### src/hdl/amicable_pair_check_unit_defines.svh
// assertion macros shared by the amicable pair check unit
`ifndef AMICABLE_PAIR_CHECK_UNIT_DEFINES_SVH
`define AMICABLE_PAIR_CHECK_UNIT_DEFINES_SVH

// same-cycle implication, checked outside reset
`define ACPC_ASSERT_IMPL(label, clk, rst, ante, cons) \
   label: assert property (@(posedge clk) disable iff (rst) (ante) |-> (cons)) \
      else $error("acpc assertion failed");

// next-cycle implication, checked outside reset
`define ACPC_ASSERT_NEXT(label, clk, rst, ante, cons) \
   label: assert property (@(posedge clk) disable iff (rst) (ante) |=> (cons)) \
      else $error("acpc assertion failed");

`endif

### src/hdl/acpc_pkg.sv
// shared types and constants for the amicable pair check unit
package acpc_pkg;

   // width of each input value
   localparam int VALUE_WIDTH = 16;
   // width of the reported sums
   localparam int OUT_SUM_WIDTH = 18;
   // internal sum width: wide enough for the full aliquot sum and the output
   localparam int SUM_WIDTH = (VALUE_WIDTH + 3 > OUT_SUM_WIDTH) ?
                              VALUE_WIDTH + 3 : OUT_SUM_WIDTH;
   // bit index width for the shift-subtract remainder
   localparam int IDX_WIDTH = (VALUE_WIDTH > 1) ? $clog2(VALUE_WIDTH) : 1;

   typedef enum logic [1:0] {
      LANE_IDLE,
      LANE_DIVIDE,
      LANE_CHECK
   } lane_state_type;

   typedef enum logic {
      CTRL_IDLE,
      CTRL_RUN
   } ctrl_state_type;

   // what a lane reports to the controller and the merge stage
   typedef struct packed {
      logic                   busy;
      logic [VALUE_WIDTH-1:0] value;
      logic [SUM_WIDTH-1:0]   sum;
   } lane_status_type;

endpackage

### src/hdl/acpc_lane.sv
// one trial-division lane: aliquot sum of a single value
`include "amicable_pair_check_unit_defines.svh"

module acpc_lane import acpc_pkg::*; (
   input  logic                   clock,
   input  logic                   reset,
   input  logic                   start,
   input  logic [VALUE_WIDTH-1:0] value,
   output lane_status_type        status
);

   localparam logic [IDX_WIDTH-1:0] IDX_LAST = IDX_WIDTH'(VALUE_WIDTH - 1);

   lane_state_type         state_ff, state_in;
   logic [VALUE_WIDTH-1:0] value_ff, value_in;
   logic [VALUE_WIDTH-1:0] half_ff, half_in;
   logic [VALUE_WIDTH-1:0] divisor_ff, divisor_in;
   logic [VALUE_WIDTH-1:0] rem_ff, rem_in;
   logic [IDX_WIDTH-1:0]   idx_ff, idx_in;
   logic [SUM_WIDTH-1:0]   sum_ff, sum_in;

   logic [VALUE_WIDTH:0]   trial;
   logic [VALUE_WIDTH:0]   diff;
   logic                   fits;

   // one shift-subtract step of the remainder
   always_comb begin
      trial = {rem_ff, value_ff[idx_ff]};
      diff  = trial - {1'b0, divisor_ff};
      fits  = (trial >= {1'b0, divisor_ff});
   end

   // next state
   always_comb begin
      state_in = state_ff;
      unique case (state_ff)
         LANE_IDLE: begin
            if (start) state_in = LANE_DIVIDE;
         end
         LANE_DIVIDE: begin
            if (idx_ff == '0) state_in = LANE_CHECK;
         end
         LANE_CHECK: begin
            if (divisor_ff >= half_ff) state_in = LANE_IDLE;
            else                       state_in = LANE_DIVIDE;
         end
         default: state_in = LANE_IDLE;
      endcase
   end

   // datapath updates
   always_comb begin
      value_in   = value_ff;
      half_in    = half_ff;
      divisor_in = divisor_ff;
      rem_in     = rem_ff;
      idx_in     = idx_ff;
      sum_in     = sum_ff;
      unique case (state_ff)
         LANE_IDLE: begin
            if (start) begin
               value_in   = value;
               half_in    = value >> 1;
               divisor_in = VALUE_WIDTH'(1);
               rem_in     = '0;
               idx_in     = IDX_LAST;
               sum_in     = '0;
            end
         end
         LANE_DIVIDE: begin
            rem_in = fits ? diff[VALUE_WIDTH-1:0] : trial[VALUE_WIDTH-1:0];
            if (idx_ff != '0) idx_in = idx_ff - 1'b1;
         end
         LANE_CHECK: begin
            // candidates above half the value are never proper divisors of it
            if (rem_ff == '0 && divisor_ff <= half_ff)
               sum_in = sum_ff + SUM_WIDTH'(divisor_ff);
            divisor_in = divisor_ff + 1'b1;
            rem_in     = '0;
            idx_in     = IDX_LAST;
         end
         default: ;
      endcase
   end

   // control register
   always_ff @(posedge clock) begin
      if (reset) state_ff <= LANE_IDLE;
      else       state_ff <= state_in;
   end

   // payload registers
   always_ff @(posedge clock) begin
      value_ff   <= value_in;
      half_ff    <= half_in;
      divisor_ff <= divisor_in;
      rem_ff     <= rem_in;
      idx_ff     <= idx_in;
      sum_ff     <= sum_in;
   end

   // status out
   always_comb begin
      status.busy  = (state_ff != LANE_IDLE);
      status.value = value_ff;
      status.sum   = sum_ff;
   end

   `ACPC_ASSERT_IMPL(a_check_after_divide, clock, reset,
                     state_ff == LANE_CHECK, $past(state_ff) == LANE_DIVIDE)
   `ACPC_ASSERT_IMPL(a_divisor_nonzero, clock, reset,
                     state_ff == LANE_DIVIDE, divisor_ff != '0)

endmodule

### src/hdl/acpc_merge.sv
// merge stage: cross-compares the lane sums and registers the result word
module acpc_merge import acpc_pkg::*; (
   input  logic                     clock,
   input  logic                     reset,
   input  logic                     merge_valid,
   input  lane_status_type          lane_a,
   input  lane_status_type          lane_b,
   output logic                     rsp_valid,
   output logic                     rsp_are_amicable,
   output logic [OUT_SUM_WIDTH-1:0] rsp_first_divisor_sum,
   output logic [OUT_SUM_WIDTH-1:0] rsp_second_divisor_sum
);

   logic                     valid_ff, valid_in;
   logic                     amicable_ff, amicable_in;
   logic [OUT_SUM_WIDTH-1:0] sum_a_ff, sum_a_in;
   logic [OUT_SUM_WIDTH-1:0] sum_b_ff, sum_b_in;

   // full-width cross compare, truncated sums out
   always_comb begin
      valid_in    = merge_valid;
      amicable_in = (SUM_WIDTH'(lane_a.value) == lane_b.sum) &&
                    (SUM_WIDTH'(lane_b.value) == lane_a.sum);
      sum_a_in    = lane_a.sum[OUT_SUM_WIDTH-1:0];
      sum_b_in    = lane_b.sum[OUT_SUM_WIDTH-1:0];
   end

   // strobe register
   always_ff @(posedge clock) begin
      if (reset) valid_ff <= 1'b0;
      else       valid_ff <= valid_in;
   end

   // result word registers
   always_ff @(posedge clock) begin
      if (merge_valid) begin
         amicable_ff <= amicable_in;
         sum_a_ff    <= sum_a_in;
         sum_b_ff    <= sum_b_in;
      end
   end

   assign rsp_valid              = valid_ff;
   assign rsp_are_amicable       = amicable_ff;
   assign rsp_first_divisor_sum  = sum_a_ff;
   assign rsp_second_divisor_sum = sum_b_ff;

endmodule

### src/hdl/amicable_pair_check_unit.sv
// each lane walks candidates 1..max(1, floor(v/2)) of its value v, 16 remainder steps plus one check per candidate
// throughput: one word at a time; start is taken again in the cycle the result shows
// results are strobed for one cycle on rsp_valid and cannot be held off
// synchronous active-high reset idles both lanes and drops busy and rsp_valid
`include "amicable_pair_check_unit_defines.svh"

module amicable_pair_check_unit import acpc_pkg::*; (
   input  logic                     clock,
   input  logic                     reset,
   input  logic                     start,
   output logic                     busy,
   input  logic [VALUE_WIDTH-1:0]   req_first_value,
   input  logic [VALUE_WIDTH-1:0]   req_second_value,
   output logic                     rsp_valid,
   output logic                     rsp_are_amicable,
   output logic [OUT_SUM_WIDTH-1:0] rsp_first_divisor_sum,
   output logic [OUT_SUM_WIDTH-1:0] rsp_second_divisor_sum
);

   ctrl_state_type  state_ff, state_in;
   logic            accept;
   logic            merge_valid;
   lane_status_type lane_a;
   lane_status_type lane_b;

   assign accept = start && !busy;

   // lanes, one per value of the pair
   acpc_lane u_lane_a (
      .clock  (clock),
      .reset  (reset),
      .start  (accept),
      .value  (req_first_value),
      .status (lane_a)
   );

   acpc_lane u_lane_b (
      .clock  (clock),
      .reset  (reset),
      .start  (accept),
      .value  (req_second_value),
      .status (lane_b)
   );

   // next state
   always_comb begin
      state_in = state_ff;
      unique case (state_ff)
         CTRL_IDLE: begin
            if (start) state_in = CTRL_RUN;
         end
         CTRL_RUN: begin
            if (!lane_a.busy && !lane_b.busy) state_in = CTRL_IDLE;
         end
         default: state_in = CTRL_IDLE;
      endcase
   end

   // outputs of the controller
   always_comb begin
      busy        = (state_ff != CTRL_IDLE);
      merge_valid = (state_ff == CTRL_RUN) && !lane_a.busy && !lane_b.busy;
   end

   always_ff @(posedge clock) begin
      if (reset) state_ff <= CTRL_IDLE;
      else       state_ff <= state_in;
   end

   // merge and result register
   acpc_merge u_merge (
      .clock                  (clock),
      .reset                  (reset),
      .merge_valid            (merge_valid),
      .lane_a                 (lane_a),
      .lane_b                 (lane_b),
      .rsp_valid              (rsp_valid),
      .rsp_are_amicable       (rsp_are_amicable),
      .rsp_first_divisor_sum  (rsp_first_divisor_sum),
      .rsp_second_divisor_sum (rsp_second_divisor_sum)
   );

   `ACPC_ASSERT_NEXT(a_accept_sets_busy, clock, reset, accept, busy)
   `ACPC_ASSERT_NEXT(a_single_strobe, clock, reset, rsp_valid, !rsp_valid)
   `ACPC_ASSERT_IMPL(a_lane_within_run, clock, reset,
                     lane_a.busy || lane_b.busy, state_ff == CTRL_RUN)

endmodule

### config.mk
export PLATFORM = sky130hd
export DESIGN_NAME = amicable_pair_check_unit
export DESIGN_NICKNAME = d
export VERILOG_FILES = /design/src/hdl/acpc_pkg.sv /design/src/hdl/acpc_lane.sv /design/src/hdl/acpc_merge.sv /design/src/hdl/amicable_pair_check_unit.sv
export VERILOG_INCLUDE_DIRS = /design/src /design/src/hdl
export SDC_FILE = /design/constraint.sdc
export NUM_CORES = 1
export LEC_CHECK = 0
export BUFFER_PORTS_ARGS = -buffer_cell sky130_fd_sc_hd__clkbuf_2
export CAP_MARGIN = 25
export CORE_MARGIN = 2
export CORE_UTILIZATION = 60
export CTS_BUF_LIST = sky130_fd_sc_hd__clkbuf_8
export DETAILED_ROUTE_END_ITERATION = 10
export PLACE_DENSITY_LB_ADDON = 0.2
export SYNTH_ARGS = -nofsm -noshare
export SYNTH_HDL_FRONTEND = slang
export SYNTH_SLANG_ARGS = --single-unit
### constraint.sdc
create_clock -name clock -period 6.1 [get_ports clock]
set_input_delay 1.22 -clock clock [delete_from_list [all_inputs] [get_ports clock]]
set_output_delay 1.22 -clock clock [all_outputs]
set_load 0.1 [all_outputs]
### Word level (Yosys, flattened, before mapping)

Index checks and enable logic that the tools add are counted.
W data, S select, Z words.

| operators by class | value |
|---|---|
| div/mod/pow operators | 0 |
| shift-type cells | 0 |
| equality and inequality tests | 14 |
| reductions and logical operators | 36 |
| $add $sub $neg | 8 |
| magnitude comparators | 8 |
| multipliers | 0 |
| multiplexer cells | 32 |
| bitwise operators | 1 |

Operators by type and width:

| kind | count |
|---|---|
| $pmux W16 S3 | 2 |
| $pmux W19 S2 | 2 |
| $mux W16 | 4 |
| $pmux W16 S2 | 2 |
| $mux W19 | 3 |
| $add A19 B16 Y19 | 2 |
| $eq A16 B19 Y1 | 2 |
| $ge A17 B16 Y1 | 2 |
| $add A16 B1 Y16 const B | 2 |
| $ge A16 B15 Y1 | 2 |
| $le A16 B15 Y1 | 2 |
| $logic_not A16 Y1 | 2 |
| $sub A16 B16 Y16 | 2 |
| $pmux W4 S3 | 2 |
| $reduce_and A2 Y1 | 8 |
| $mux W4 | 3 |
| $ne A2 B1 Y1 const B | 6 |
| $pmux W2 S3 | 2 |
| $reduce_and A3 Y1 | 4 |
| $lt A4 B5 Y1 const B | 2 |
| $bmux W1 S4 | 2 |
| $logic_not A4 Y1 | 2 |
| $reduce_bool A2 Y1 | 4 |
| $reduce_bool A4 Y1 | 2 |
| 12 further kinds | 33 |

| storage, ports and cells | value |
|---|---|
| bits in latches | 0 |
| logic and storage cells | 118 |
| ROM bits | 0 |
| output and inout bits | 39 |
| memories kept | 0 |
| register bits after elaboration | 215 |
| bits in writable memories | 0 |

### Depth between registers and ports, before layout

Gate-level depths: netlist (run 1).

| logic depth | value |
|---|---|
| depth in word-level cells | 5 |
| gate-level depth with buffers | 13 |

### Modules after synthesis

A second synthesis (run 1) with hierarchy kept.

| unflattened totals | value |
|---|---|
| cells, all modules | 1,157 |
| area total of the unflattened synthesis | 12,149.2 µm² |

Modules (own cells, without submodules):

| module | instances | area an instance (µm²) | sequential area each (µm²) | cells an instance |
|---|---|---|---|---|
| acpc_lane at u_lane_a | 1 | 5,371.4 | 2,172.1 | 549 |
| acpc_lane at u_lane_b | 1 | 5,197.5 | 2,172.1 | 518 |
| acpc_merge | 1 | 1,519.0 | 1,131.1 | 85 |
| amicable_pair_check_unit | 1 | 61.3 | 20.0 | 5 |

### Least setup slack after synthesis (run 1)

OpenSTA, ideal clock, no wires.

| path | value |
|---|---|
| path type | register to register |
| start point | reg state_ff (netlist: busy) |
| end point | reg u_merge.amicable_ff (netlist: u_merge.rsp_are_amicable), enable pin |
| stages on the path, launching flop included | 3 |
| setup time | 481 ps |
| slack | 1,893 ps |
| required time | 5,619 ps |
| data arrival time | 3,726 ps |
| period minus slack after synthesis | 4,207 ps |
| cells stage by stage | dfxtp_1 nand2_1 nor3_1 |

| between the ends | value |
|---|---|
| word-level cells in the longest chain between the ends | 2 |

Ends and longest elaborated chain:

| item | line | source |
|---|---|---|
| start, declared | amicable_pair_check_unit.sv:20 | `ctrl_state_type state_ff, state_in;` |
| start signal, assigned | amicable_pair_check_unit.sv:67 | `else state_ff <= state_in;` |
| $logic_and A1 B1 Y1 (2 in a row) | amicable_pair_check_unit.sv:62 | `merge_valid = (state_ff == CTRL_RUN) && !lane_a.busy && !lane_b.busy;` |
| named net merge_valid | amicable_pair_check_unit.sv:22 | `logic merge_valid;` |
| end signal, assigned | acpc_merge.sv:37 | `amicable_ff <= amicable_in;` |
| end, declared | acpc_merge.sv:15 | `logic amicable_ff, amicable_in;` |

The timed path passes the listed nets, and every way through them passes these cells.
A chain may end at the register's enable or synchronous reset.

### Worst setup path in the final report (run 1)

| path | value |
|---|---|
| start point | reg u_lane_a.idx_ff[0] |
| end point | reg u_lane_a.rem_ff[14] (data pin) |

| between the ends | value |
|---|---|
| word-level cells in the longest chain between the ends | 5 |
| elaborated cells between the ends (all ways) | 6 |

Ends and longest elaborated chain:

| item | line | source |
|---|---|---|
| start, declared | acpc_lane.sv:19 | `logic [IDX_WIDTH-1:0] idx_ff, idx_in;` |
| start signal, assigned | acpc_lane.sv:98 | `idx_ff <= idx_in;` |
| $bmux W1 S4 * | acpc_lane.sv:28 | `trial = {rem_ff, value_ff[idx_ff]};` |
| $mux W1 (not written as such) * | acpc_lane.sv:28 |  |
| $sub A16 B16 Y16 / $ge A17 B16 Y1 (equally long branches) | acpc_lane.sv:29, acpc_lane.sv:30 |  |
| $mux W16 * | acpc_lane.sv:71 | `rem_in = fits ? diff[VALUE_WIDTH-1:0] : trial[VALUE_WIDTH-1:0];` |
| $pmux W16 S3 * | acpc_lane.sv:59 | `unique case (state_ff)` |
| end signal, assigned | acpc_lane.sv:97 | `rem_ff <= rem_in;` |
| end, declared | acpc_lane.sv:18 | `logic [VALUE_WIDTH-1:0] rem_ff, rem_in;` |

Mark *: on every way between the ends. The rest lies on a longest branch, timed or not. The select of a mux whose other input is x is not followed.

==> results_tabular.tex, run 1 <==
\begin{tabular}{lr}
\hline
Metric & Value \\
\hline
\multicolumn{2}{l}{\textbf{Outcome}} \\
\quad Result of the run & finished, final reports clean \\
\multicolumn{2}{l}{\textbf{GRT}} \\
\quad Number of antenna violations at the first check in global routing & 0 \\
\quad Number of global-route vias before repair & $\sim$8700 \\
\quad Global-route wire length before repair & 47.0 mm \\
\quad Total congestion overflow & 0 \\
\quad Largest net degree at the start of global routing & 38 \\
\quad GRT Util Overall & 28.3\% \\
\multicolumn{2}{l}{\textbf{Synth}} \\
\quad Mapped Cells & 1151 \\
\quad Number of enable-type register cells in the synthesized netlist & approximately 180 \\
\quad Cell area after synthesis & 12100 sq um \\
\quad Distinct cell type count of the synthesized netlist & 72 \\
\quad Count of yosys warnings during synthesis & 0 \\
\quad Area share of the largest cell type after synthesis & 44.6\% \\
\quad Top\_reg\_cell synth & edfxtp\_1 \\
\quad Post-synthesis net count & between 1000 and 1500 \\
\quad Mean instance size in the synthesized netlist & 10.5 sq um \\
\quad Leading cell type by number of instances after synthesis & edfxtp\_1 \\
\quad Post-synthesis sequential element count & 185 \\
\quad Biggest area contributors in the synthesized netlist & edfxtp\_1, ha\_1, xnor2\_1 \\
\quad Most area-hungry cell type in the Yosys netlist & edfxtp\_1 \\
\quad Most common library cells after synthesis & edfxtp\_1, nor2\_1, ha\_1, inv\_1, a21oi\_1 \\
\quad Proportion of synthesized chip area in sequential cells & 45.6\% \\
\quad Asr flop ratio synth & 0\% \\
\multicolumn{2}{l}{\textbf{Route}} \\
\quad First drt pass iteration count & 5 \\
\quad Ratio of routed vias to standard cells & 6.20 \\
\quad Number of DRC markers in iteration 0 & 752 \\
\quad Final routed wire length divided by cell count & 19.8 um \\
\quad Post-route DRC & 0 \\
\quad Detailed Route WL & between 20 and 30 mm \\
\quad Total via count after detailed routing & 9322 \\
\quad Antenna-violating nets left & 0 \\
\multicolumn{2}{l}{\textbf{Floorplan}} \\
\quad Area enclosed by the die boundary & 21200 sq um \\
\quad Initial Util & 61.5\% \\
\quad I/O Pins & 74 \\
\quad Vertical extent of the die & between 100 and 150 um \\
\quad Num rows & 51 \\
\quad Horizontal extent of the die & 146 um \\
\quad Standard cell core area & 19600 sq um \\
\multicolumn{2}{l}{\textbf{Run}} \\
\quad Max-cap violations & 0 \\
\multicolumn{2}{l}{\textbf{Setup path}} \\
\quad Worst Setup Path Type & flop to flop \\
\quad Top fanout value on the critical path & 7 \\
\quad Element type at the critical path start & flop \\
\quad Crit. End Element & flop \\
\quad Data required time of the worst path & about 6.3 ns \\
\quad Endpoint arrival time on the critical path & 4.32 ns \\
\multicolumn{2}{l}{\textbf{Timing}} \\
\quad RSZ-0062 raised after global routing & false \\
\quad Final slew viol count & 0 \\
\quad Period Utilization, post-route & 67.4\% \\
\quad Final critical-path required period & 4.11 ns \\
\quad Final setup violation count & 0 \\
\quad Slew at the pin closest to its max-slew limit & 1.01 ns \\
\quad Max-Slew Margin vs Limit & 32.3\% \\
\quad Final hold violation count & 0 \\
\quad Post-Route Skew & roughly 0.016 ns \\
\quad Upper clock frequency limit & 243 MHz \\
\quad Total Negative Setup Slacks & 0 ns \\
\multicolumn{2}{l}{\textbf{CTS}} \\
\quad Buffers inserted by post-CTS timing repair & 0 \\
\quad Number of gates resized after CTS & 0 \\
\quad Hold bufs inserted after CTS & 0 \\
\quad Buffer type at the clock tree root & clkbuf\_8 \\
\quad Number of buffers between clock root and the deepest sink & 2 \\
\quad Clock-pin slew reported for the worst setup and hold paths after clock tree synthesis & about 0.1 ns \\
\quad Latest clock arrival within the worst-skew pair & between 0.4 and 0.5 ns \\
\quad Clock sinks & 185 \\
\quad TritonCTS clock tree & built \\
\quad Number of H-tree branching levels & 4 \\
\quad Cts bufs inserted & 17 \\
\multicolumn{2}{l}{\textbf{Finish}} \\
\quad Fraction of final layout cells with drive strength greater than 1 & 12.3\% \\
\quad Share of the core filled with cells & 67.0\% \\
\quad Number of non-filler instances in the completed layout & 1503 \\
\quad Syn-to-layout area delta & 8.86\% \\
\quad ANT cells & 0 \\
\quad Net count, final & 1362 \\
\multicolumn{2}{l}{\textbf{Placement}} \\
\quad Placed wire-length estimate after detailed placement & 22.9 mm \\
\quad RePlAce Congestion & 0.938 \\
\quad Total instance count after detailed placement & 1471 \\
\quad Number of port buffers & 73 \\
\multicolumn{2}{l}{\textbf{Power and ir drop}} \\
\quad Reported leakage power & 0.00519 uW \\
\quad Sw Pwr & around 1300 uW \\
\quad Clock network fraction of total power & 23.3\% \\
\quad Sequential cell fraction of total power & roughly 46\% \\
\quad Pwr/cell area & 270 nW/um\^{}2 \\
\quad Sw Ratio & 36.1\% \\
\quad Internal power consumption & 2270 uW \\
\quad Combinational group share of total power & 30.3\% \\
\quad Peak ir drop on the vdd network & 0.000155 V \\
\multicolumn{2}{l}{\textbf{Min path}} \\
\quad Class of the tightest hold or removal check & flop to flop \\
\hline
\end{tabular}
==> layout by cell type, fill, tap and decap left out, types with 17 or more instances in the layout <==
cell type  Yosys  layout
clkbuf_8       0      17
ha_1          98      98
xor2_1        29      29
a21o_1        30      30
o21ai_0       49      46
nand2_1       74      74
a211oi_1      18      18
a21oi_1       76      75
inv_1         82      82
clkbuf_2       0      73
nor2_1       100     100
xnor2_1       69      69
nand4_1       19      19
nor3_1        38      35
nand3_1       32      32
edfxtp_1     179     179
==> critical path, stage by stage (launching register included) <==
cell	delay (ns)
edfxtp_1	0.59
mux4_2	0.58
mux4_2	0.54
inv_1	0.08
ha_1	0.19
inv_1	0.07
fa_1	0.40
a21o_1	0.22
a221oi_2	0.41
nor4_1	0.12
or4_1	0.48
nand3_1	0.10
a21oi_1	0.06
==> final timing paths <==
kind,from,end,slack [ns],cells past startpoint
max,u_lane_a.idx_ff[0],u_lane_a.rem_ff[14],1.99,12
min reg2reg,u_lane_a.sum_ff[0],u_merge.rsp_first_divisor_sum[0],0.55,0
min,u_lane_a.sum_ff[0],u_merge.rsp_first_divisor_sum[0],0.55,0
max reg2reg,u_lane_a.idx_ff[0],u_lane_a.rem_ff[14],1.99,12
==> final cells by class <==
| class | instances | area [sq um] |
|---|---|---|
| fill | 1568 | 6470 |
| multi-input combinational | 854 | 6120 |
| sequential | 185 | 5500 |
| timing repair buffer | 85 | 470 |
| tap | 265 | 332 |
| inverter | 82 | 308 |
| clock buffer | 17 | 234 |
| clock inverter | 15 | 158 |
==> power groups by stage <==
stage	logic, uW	registers (uW)	clock network (uW)
after floorplan	751	1730	0
after global placement	1040	1670	0
after detailed placement	1060	1670	0
after CTS	1070	1640	839
after global routing	1180	1660	892
final	1080	1640	828
==> flip-flops by register name (all words and copies together), names as in the netlist, 4 cells and up <==
| name | count |
|---|---|
| u_merge.rsp_second_divisor_sum | 18 |
| u_lane_b.divisor_ff | 16 |
| u_lane_a.idx_ff | 4 |
| u_merge.rsp_first_divisor_sum | 18 |
| u_lane_a.divisor_ff | 16 |
| u_lane_b.value_ff | 16 |
| u_lane_b.sum_ff | 19 |
| u_lane_a.rem_ff | 16 |
| u_lane_a.sum_ff | 19 |
| u_lane_b.idx_ff | 4 |
| u_lane_b.rem_ff | 16 |
| u_lane_a.value_ff | 16 |
==> metrics by stage <==
step | setup WS (ns) | area (sq um) | hold slack, ns | total power [uW]
floorplan | 1.89 | 12100 | 0.473 | 2480
global placement | 2.15 | 12700 | 0.521 | 2710
detailed placement | 2.03 | 12700 | 0.523 | 2730
CTS | 2.01 | 13100 | 0.552 | 3550
global route | 1.83 | 13100 | 0.571 | 3730
finish | 1.99 | 13100 | 0.550 | 3550
==> metal layers <==
metal	vias to the layer above	wire length [um]	track usage [%]	share of wire, %
met5	-	0	0	0
met1	4414	13000	40.7	44
met4	0	1050	10.5	3.5
met3	69	2260	4.04	7.6
met2	402	13500	44.0	45
li1	4437	-	-	-
==> cell families (layout without fill, tap and decap cells) <==
logic type	Yosys count	in the layout	synth area share, %
and+or+nand+nor	363	363	14.9
muxes	23	23	2.95
xor gates and xnor gates	98	98	7.12
buffers and inverters	112	199	3.76
adders and majority gates	102	102	10.8
DFF	185	185	45.6
AOI/OAI and AO/OA	268	268	14.8
Power figures use the tool's default switching activity.
==> run 2, diff against run 1 <==
==> constraint.sdc (replaced) <==
create_clock -name clock -period 3.9 [get_ports clock]
set_input_delay 0.78 -clock clock [delete_from_list [all_inputs] [get_ports clock]]
set_output_delay 0.78 -clock clock [all_outputs]
set_load 0.1 [all_outputs]
==> run 2 against run 1 <==
Fmax is 11% higher. Via count rose by 0.84%. Clock power up 67%. Largest power group unchanged.
==> results_tabular.tex, run 2 (same netlist as run 1, synthesis figures left out) <==
\begin{tabular}{lr}
\hline
Metric & Value \\
\hline
\multicolumn{2}{l}{\textbf{Timing}} \\
\quad Hold\_ws & 0.485 ns \\
\quad Final critical-path required period & 3.71 ns \\
\quad Final slew viol count & 0 \\
\quad Final setup violation count & 0 \\
\quad Period Utilization, post-route & between 90\% and 100\% \\
\quad Max-Slew Margin vs Limit & between 30\% and 40\% \\
\quad Slew at the pin closest to its max-slew limit & $\sim$0.97 ns \\
\quad Upper clock frequency limit & 270 MHz \\
\quad Final hold violation count & 0 \\
\quad Post-Route Skew & 0.0187 ns \\
\multicolumn{2}{l}{\textbf{Floorplan}} \\
\quad Horizontal extent of the die & 146 um \\
\quad Area enclosed by the die boundary & 21200 sq um \\
\quad Vertical extent of the die & about 150 um \\
\quad Num rows & 51 \\
\quad I/O Pins & between 70 and 80 \\
\quad Standard cell core area & 19600 sq um \\
\quad Initial Util & between 60\% and 70\% \\
\multicolumn{2}{l}{\textbf{Route}} \\
\quad First drt pass iteration count & 5 \\
\quad Detailed Route WL & roughly 30 mm \\
\quad Post-route DRC & 0 \\
\quad Ratio of routed vias to standard cells & 6.23 \\
\quad Total via count after detailed routing & between 9000 and 10000 \\
\quad Antenna-violating nets left & 0 \\
\quad Number of DRC markers in iteration 0 & approximately 660 \\
\quad Final routed wire length divided by cell count & 20.2 um \\
\multicolumn{2}{l}{\textbf{CTS}} \\
\quad Number of H-tree branching levels & 4 \\
\quad Hold bufs inserted after CTS & 0 \\
\quad Latest clock arrival within the worst-skew pair & 0.48 ns \\
\quad Cts bufs inserted & 17 \\
\quad Clock-pin slew reported for the worst setup and hold paths after clock tree synthesis & 0.11 ns \\
\quad Number of buffers between clock root and the deepest sink & 2 \\
\quad Buffer type at the clock tree root & clkbuf\_8 \\
\quad Clock sinks & 185 \\
\quad TritonCTS clock tree & built \\
\multicolumn{2}{l}{\textbf{Run}} \\
\quad Max-cap violations & 0 \\
\multicolumn{2}{l}{\textbf{Finish}} \\
\quad Sequential Area & about 5500 sq um \\
\quad Commonest cells after routing, fill and taps aside & edfxtp\_1, nor2\_1, ha\_1, inv\_1, a21oi\_1 \\
\quad Number of fillers in the final layout & between 1500 and 2000 \\
\quad Most common cell after layout, fill and taps aside & edfxtp\_1 \\
\quad Largest registers ranked by flip-flop count & u\_lane\_a.sum\_ff x19, u\_lane\_b.sum\_ff x19 \\
\quad Net count, final & approximately 1400 \\
\quad Footprint of the multi-input gates & 6160 sq um \\
\quad Fraction of final layout cells with drive strength greater than 1 & about 13\% \\
\quad ANT cells & 0 \\
\quad Syn-to-layout area delta & 9.62\% \\
\quad Number of non-filler instances in the completed layout & 1509 \\
\multicolumn{2}{l}{\textbf{Setup path}} \\
\quad Crit path top cell by count & mux4\_2 \\
\quad Crit. End Element & flop \\
\quad Count of buffering cells on the critical path with inverters included & 2 \\
\quad Data required time of the worst path & around 4.1 ns \\
\quad Element type at the critical path start & flop \\
\quad Top fanout value on the critical path & 6 \\
\quad Worst Setup Path Type & flop to flop \\
\quad Slowest-stage cell, CP & mux4\_2 \\
\quad List of cells traversed by the critical path & mux4\_2 -> mux4\_2 -> inv\_2 -> ha\_4 -> inv\_1 -> fa\_2 -> a21o\_1 -> a221oi\_4 -> nor4\_2 -> or4\_1 -> nand3\_1 -> a21oi\_1 \\
\quad Endpoint arrival time on the critical path & slightly below 4 ns \\
\quad Delay of the slowest cell on the worst path & about 0.55 ns \\
\quad Top cell family by delay on the critical path & multiplexers \\
\multicolumn{2}{l}{\textbf{Outcome}} \\
\quad Result of the run & finished, final reports clean \\
\multicolumn{2}{l}{\textbf{Placement}} \\
\quad Number of port buffers & 73 \\
\quad Placed wire-length estimate after detailed placement & 23.1 mm \\
\quad RePlAce Congestion & 0.946 \\
\quad Total instance count after detailed placement & between 1000 and 1500 \\
\multicolumn{2}{l}{\textbf{GRT}} \\
\quad GR Layer Usage met1 & 42.8\% \\
\quad Number of global-route vias before repair & 8740 \\
\quad Global-route wire length before repair & roughly 48 mm \\
\quad Number of antenna violations at the first check in global routing & 0 \\
\quad Gr busiest metal & met2 \\
\quad Met3 track demand over resource & 3.67\% \\
\quad Total congestion overflow & 0 \\
\quad GRT Util Overall & 29.0\% \\
\quad Met2 Track Usage GR & 45.3\% \\
\quad Largest net degree at the start of global routing & 38 \\
\multicolumn{2}{l}{\textbf{Power and ir drop}} \\
\quad Peak ir drop on the vdd network & 0.000239 V \\
\quad Clock network fraction of total power & 24.3\% \\
\quad Sequential cell fraction of total power & 45.3\% \\
\quad Sw Pwr & 2000 uW \\
\quad Total chip power & 5660 uW \\
\quad Pwr/cell area & 428 nW/um\^{}2 \\
\quad Combinational group share of total power & between 30\% and 40\% \\
\quad Sw Ratio & about a third \\
\quad Reported leakage power & between 0.005 and 0.006 uW \\
\quad Internal power consumption & 3660 uW \\
\multicolumn{2}{l}{\textbf{Min path}} \\
\quad Class of the tightest hold or removal check & primary input to flop \\
\hline
\end{tabular}
run 2: cell count changes in the layout (fill, tap and decap cells not counted), moves of 2 or more:
| cell | previous run | this run |
|---|---|---|
| clkinv_4 | 4 | 2 |
| inv_8 | 3 | 0 |
| bufinv_16 | 1 | 3 |
| buf_4 | 10 | 17 |
| clkinv_2 | 0 | 4 |
run 2: timing repair:
action                     in CTS  in global routing
resized for setup               0                  6
buffers inserted                0                  1
setup endpoints to repair       0                  3
run 2: per-layer routing:
layer,part of all wire (%),vias to the layer above
met2,46,403
met3,7.9,48
li1,-,4445
met4,2.1,0
met5,0,-
met1,44,4504
run 2: worst register-to-register path: stages (launching register included):
cell      delay (ns)
edfxtp_1        0.53
mux4_2          0.55
mux4_2          0.53
inv_2           0.10
ha_4            0.14
inv_1           0.05
fa_2            0.34
a21o_1          0.24
a221oi_4        0.29
nor4_2          0.07
or4_1           0.46
nand3_1         0.09
a21oi_1         0.06
run 2: through the flow:
| stage | setup TNS, ns | worst slack, ns | utilization [%] | cell area (sq um) |
|---|---|---|---|---|
| 2_1_floorplan | 0 | 0.0796 | - | 12100 |
| 3_3_place_gp | 0 | 0.165 | 65.1 | 12700 |
| 3_5_place_dp | 0 | 0.0829 | 65.2 | 12800 |
| 4_1_cts | 0 | 0.101 | 67.2 | 13200 |
| 5_1_grt | -0.00859 | -0.00859 | 67.4 | 13200 |
| 6_report | 0 | 0.191 | 67.4 | 13200 |
run 2: power by group through the flow:
stage | Sequential, uW | Clock, uW | Combinational [uW]
2_1_floorplan | 2710 | 0 | 1170
3_3_place_gp | 2600 | 0 | 1640
3_5_place_dp | 2610 | 0 | 1680
4_1_cts | 2560 | 1380 | 1690
5_1_grt | 2580 | 1460 | 1880
6_report | 2570 | 1380 | 1720
run 2: path summary, 6_finish.rpt:
path | endpoint | slack, ns | depth (start not counted) | startpoint
worst min-delay path | u_lane_b.value_ff[10] | 0.48 | 1 | req_second_value[10]
worst max register to register | u_lane_a.rem_ff[14] | 0.19 | 12 | u_lane_a.idx_ff[0]
worst min register to register | u_merge.rsp_first_divisor_sum[0] | 0.55 | 0 | u_lane_a.sum_ff[0]
worst max-delay path | u_lane_a.rem_ff[14] | 0.19 | 12 | u_lane_a.idx_ff[0]
run 2: area by class of cell:
cell class	count	share of cell area [%]
Clock inverter	15	1.32
Multi-Input combinational cell	854	46.6
Sequential cell	185	41.6
Timing Repair Buffer	91	3.84
Inverter	82	2.33
Clock buffer	17	1.77
Tap cell	265	2.51
